## src/hw/rtl/esc_pkg.sv

```systemverilog
// esc_pkg: shared types, constants and shift helpers for the sensor
// compensation block. No dependencies.
package esc_pkg;

  localparam int unsigned CFG_IDX_W = 3;
  localparam int unsigned CFG_DAT_W = 64;

  typedef enum logic [CFG_IDX_W-1:0] {
    REG_TEMP_CAL  = 3'd0,
    REG_PRESS_LO  = 3'd1,
    REG_PRESS_HI  = 3'd2,
    REG_MIXED_CAL = 3'd3,
    REG_HUM_CAL   = 3'd4
  } cfg_reg_t;

  localparam logic [63:0] K_T_OFFSET   = 64'd128000;
  localparam logic [63:0] K_P_BASE     = 64'd1048576;
  localparam logic [63:0] K_P_SCALE    = 64'd3125;
  localparam logic [63:0] K_P_BIAS47   = 64'h0000_8000_0000_0000;
  localparam logic [31:0] K_H_OFFSET   = 32'd76800;
  localparam logic [31:0] K_H_MAX      = 32'd419430400;
  localparam logic [31:0] K_H_ROUND    = 32'd16384;
  localparam logic [31:0] K_H_BIAS     = 32'd2097152;
  localparam logic [31:0] K_H_ROUND2   = 32'd8192;
  localparam logic [31:0] K_H_BIAS2    = 32'd32768;
  localparam logic [31:0] K_T_ROUND    = 32'd128;

  typedef struct packed {
    logic [19:0] t;
    logic [19:0] p;
    logic [15:0] h;
  } raw_t;

  typedef struct packed {
    logic [47:0] temp;
    logic [63:0] press_lo;
    logic [63:0] press_hi;
    logic [47:0] mixed;
    logic [31:0] hum;
  } cal_t;

  typedef struct packed {
    logic        start;
    logic [63:0] a;
    logic [63:0] b;
  } mul_req_t;

  typedef struct packed {
    logic        done;
    logic [63:0] p;
  } mul_rsp_t;

  typedef struct packed {
    logic        start;
    logic [63:0] n;
    logic [63:0] d;
  } div_req_t;

  typedef struct packed {
    logic        done;
    logic [63:0] q;
  } div_rsp_t;

  function automatic logic [31:0] asr32(input logic [31:0] x, input logic [5:0] s);
    asr32 = $unsigned($signed(x) >>> s);
  endfunction

  function automatic logic [63:0] asr64(input logic [63:0] x, input logic [5:0] s);
    asr64 = $unsigned($signed(x) >>> s);
  endfunction

endpackage

```

## src/hw/rtl/esc_front.sv

```systemverilog
// esc_front: two-entry input queue of raw readings.
// Depends on esc_pkg.
module esc_front (
  input  logic          clk,
  input  logic          rst_n,
  input  logic          push,
  input  esc_pkg::raw_t push_data,
  output logic          full,
  output logic          q_valid,
  output esc_pkg::raw_t q_data,
  input  logic          q_pop
);
  import esc_pkg::*;

  raw_t       ent_r [2];
  logic       wr_ptr_r, rd_ptr_r;
  logic [1:0] count_r;
  logic       do_push, do_pop;

  assign full    = count_r == 2'd2;
  assign q_valid = count_r != 2'd0;
  assign q_data  = ent_r[rd_ptr_r];
  assign do_push = push && !full;
  assign do_pop  = q_pop && q_valid;

  always_ff @(posedge clk) begin
    if (!rst_n) begin
      wr_ptr_r <= 1'b0;
      rd_ptr_r <= 1'b0;
      count_r  <= 2'd0;
    end else begin
      if (do_push) begin
        wr_ptr_r <= !wr_ptr_r;
      end
      if (do_pop) begin
        rd_ptr_r <= !rd_ptr_r;
      end
      count_r <= count_r + {1'b0, do_push} - {1'b0, do_pop};
    end
  end

  always_ff @(posedge clk) begin
    if (do_push) begin
      ent_r[wr_ptr_r] <= push_data;
    end
  end

endmodule

```

## config.mk

```make
export PLATFORM = sky130hd
export DESIGN_NAME = esc_front
export DESIGN_NICKNAME = d
export VERILOG_FILES = /design/src/hw/rtl/esc_pkg.sv /design/src/hw/rtl/esc_front.sv
export SDC_FILE = /design/constraint.sdc
export NUM_CORES = 1
export LEC_CHECK = 0
export ABC_AREA = 1
export BUFFER_PORTS_ARGS = -buffer_cell sky130_fd_sc_hd__buf_2
export CORE_MARGIN = 2
export CORE_UTILIZATION = 47
export CTS_CLUSTER_SIZE = 12
export DETAILED_ROUTE_END_ITERATION = 8
export PLACE_DENSITY = 0.72
export SYNTH_ARGS = -nofsm -noshare
export SYNTH_HDL_FRONTEND = slang
export SYNTH_SLANG_ARGS = --single-unit
```

## constraint.sdc

```tcl
create_clock -name clk -period 3.4 [get_ports clk]
set_input_delay 0 -clock clk [delete_from_list [all_inputs] [get_ports clk]]
set_output_delay 0 -clock clk [all_outputs]
set_load 0.05 [all_outputs]
```

==> results.ini <==
[sta]
finalHoldViolations = 0
setup_viol = 0
max_slew_margin_pct = 35.4
slew_viol_final = 0
fin_crit_ps = 2170
fin_tns_setup_ps = 0
fin_worst_skew_ps = 10.9
finalWorstSetupSlack_ps = 1230
fmax_ghz = 0.460
rsz0062_at_grt = false
tightestPinTransition_ps = 969
period_share_pct = 63.9

[placed_design]
placed_area_mm2 = 0.00515
dp_hpwl_mm = 4.76
port_buffers = 117
place_congestion = 0.687
dp_worst_setup_slack_ps = 1470

[finish]
design_area_mm2 = 0.00641
drive_gt1_share_pct = 50.5
antenna_cells = 0
final_common_cell = buf_2
layout_common_cells = 117 x buf_2, 112 x edfxtp_1, 59 x dlygate4sd3_1
layout.nets = 465
fillers = 607
utilization_pct = 69.7
area_delta_synth_final_pct = 44.1

[clocking]
cts_tree = done
cts_buffers = 17
clock_latency_ps = 510
cts_sinks = 117
root_buffer = clkbuf_8
htreeDepth = 4
clockBufferDepth = 2
cts.clk_slew.worst_paths_ps = 50

[setup_path]
worst_r2r_path_depth = 5
crit_type = reg2out
crit_fanout = 56
max_stage_delay_ps = 960
startpoint_type = flop
path_cells = mux2_2 -> buf_2
crit_path_end_kind = output port
cp.required_ps = 3400
critPathSlowestCell = dfxtp_4
worstPathArrival_ps = 2170

[floorplanning]
row_count = 35
start_util_pct = 48.4
ios = 118
core_mm2 = 0.00920
die_w_um = 101
die-area_mm2 = 0.0103
die_h_um = 101

[hold_path]
hold_depth = 2
hold_class = in2reg

[job]
maxCapViolCount = 0

[drt]
ant_nets = 0
vias = 2525
dr.first_iter.drc_count = 78
wl_met2_mm = 3.91
wl_met1_mm = 3.59
maxUsedRoutingLayer = met4
post_drt_wl_per_cell_um = 15.4
drc = 0
routed-wl-met3_um = 474
dr.pass1.iters = 4
avgViaCountPerCell = 4.79
wl_mm = 8.09

[pwr]
p_switching_w = 0.00183
power_frac_seq_pct = 35.3
internal_power_w = 0.00378
p_clk_share_pct = 35.8
combPwrFrac_pct = 28.8
total_power_w = 0.00560
p_per_area_mw_per_mm2 = 874
swShare_pct = 32.6
irDropWorstVdd_v = 0.000698
p_leak_nw = 2.59

[synth]
ys_ff_latch = 117
synth_warnings = 0
synth_cell_types = 12
syn_nets = 273
syn_area_per_cell_um2 = 21.1
synthCells = 211
synthesis.area_mm2 = 0.00445
synth_seq_area_share_pct = 77.8

[status]
outcome = complete, no violations

[global_routing]
grt_overflow_total = 0
grt_usage_pct = 16.2
grt_pass1_wl_mm = 12.1
first_global_vias = 2497
grt_max_degree = 57
antenna_found_initial = 0

## per-stage QoR
stage          instances  hold slack, ps
6_report             527             218
5_1_grt              527             206
4_1_cts              527             186
3_5_place_dp         436             191
3_3_place_gp         436             189
2_1_floorplan        211            93.5
## worst max-delay path: cells and delay by family, from the launching register on
family,cells,cell delay (ps)
buffers and inverters,1,210
DFF,1,960
muxes,1,430
## final timing paths
kind | from | endpoint | slack, ps
hold reg to reg | rd_ptr_r | rd_ptr_r | 500
hold / removal | push_data[10] | ent_r[0][10] | 220
setup / recovery | flop | q_data[0] | 1230
setup reg to reg | count_r[0] | ent_r[1][27] | 1510
## cells by family (layout without fill, tap and decap cells)
logic type / after synthesis / in the layout / synth area share (%)
adders and majority gates: 2 / 2 / 0.562
DFF: 117 / 117 / 77.8
muxes: 56 / 56 / 17.5
AOI/OAI and AO/OA: 2 / 2 / 0.225
buffers and inverters: 14 / 219 / 2.05
and+or+nand+nor: 20 / 20 / 1.77
## flip-flops by register name, indices dropped and copies added, names as in the netlist, named ones only
register  count
ent_r       112
count_r       2
rd_ptr_r      1
wr_ptr_r      1
## layout make-up
type / count / area (µm²) / share of cell area, %
flip-flops and latches: 117 / 3470 / 54.1
repair buffers: 179 / 1200 / 18.7
multi-input cells: 80 / 902 / 14.1
well taps: 111 / 139 / 2.17
clock buffers: 18 / 418 / 6.52
clock inverters: 14 / 256 / 4.00
inverters: 8 / 30.0 / 0.468
## per-layer routing
layer	GRT usage (%)	vias up
met5	0	-
met1	20.2	1224
met2	25.4	88
met4	7.90	0
met3	5.87	9
li1	-	1204
## power groups by stage
| stage | clock network, W | logic, W | registers [W] |
|---|---|---|---|
| after floorplan | 0 | 0.00137 | 0.00191 |
| after CTS | 0.00204 | 0.00162 | 0.00199 |
| after global routing | 0.00210 | 0.00170 | 0.00201 |
| final | 0.00201 | 0.00162 | 0.00198 |
| after detailed placement | 0 | 0.00157 | 0.00201 |
| after global placement | 0 | 0.00156 | 0.00200 |
## synthesized netlist by cell type
library cell	count	share of area, %
a21oi_1	2	0.22
buf_2	1	0.11
buf_6	5	1.3
dfxtp_1	5	2.2
edfxtp_1	112	76
ha_1	2	0.56
inv_1	8	0.67
mux2_2	16	4.0
mux2_4	40	13
nand2_1	9	0.76
nand3_1	3	0.34
nor2_1	8	0.67
## what timing repair did
item,4_1_cts,5_1_grt
hold endpoints to repair,117,0
gates resized for setup,0,0
setup buffers,0,0
hold buffers,59,0
(Power assumes the default switching activity.)
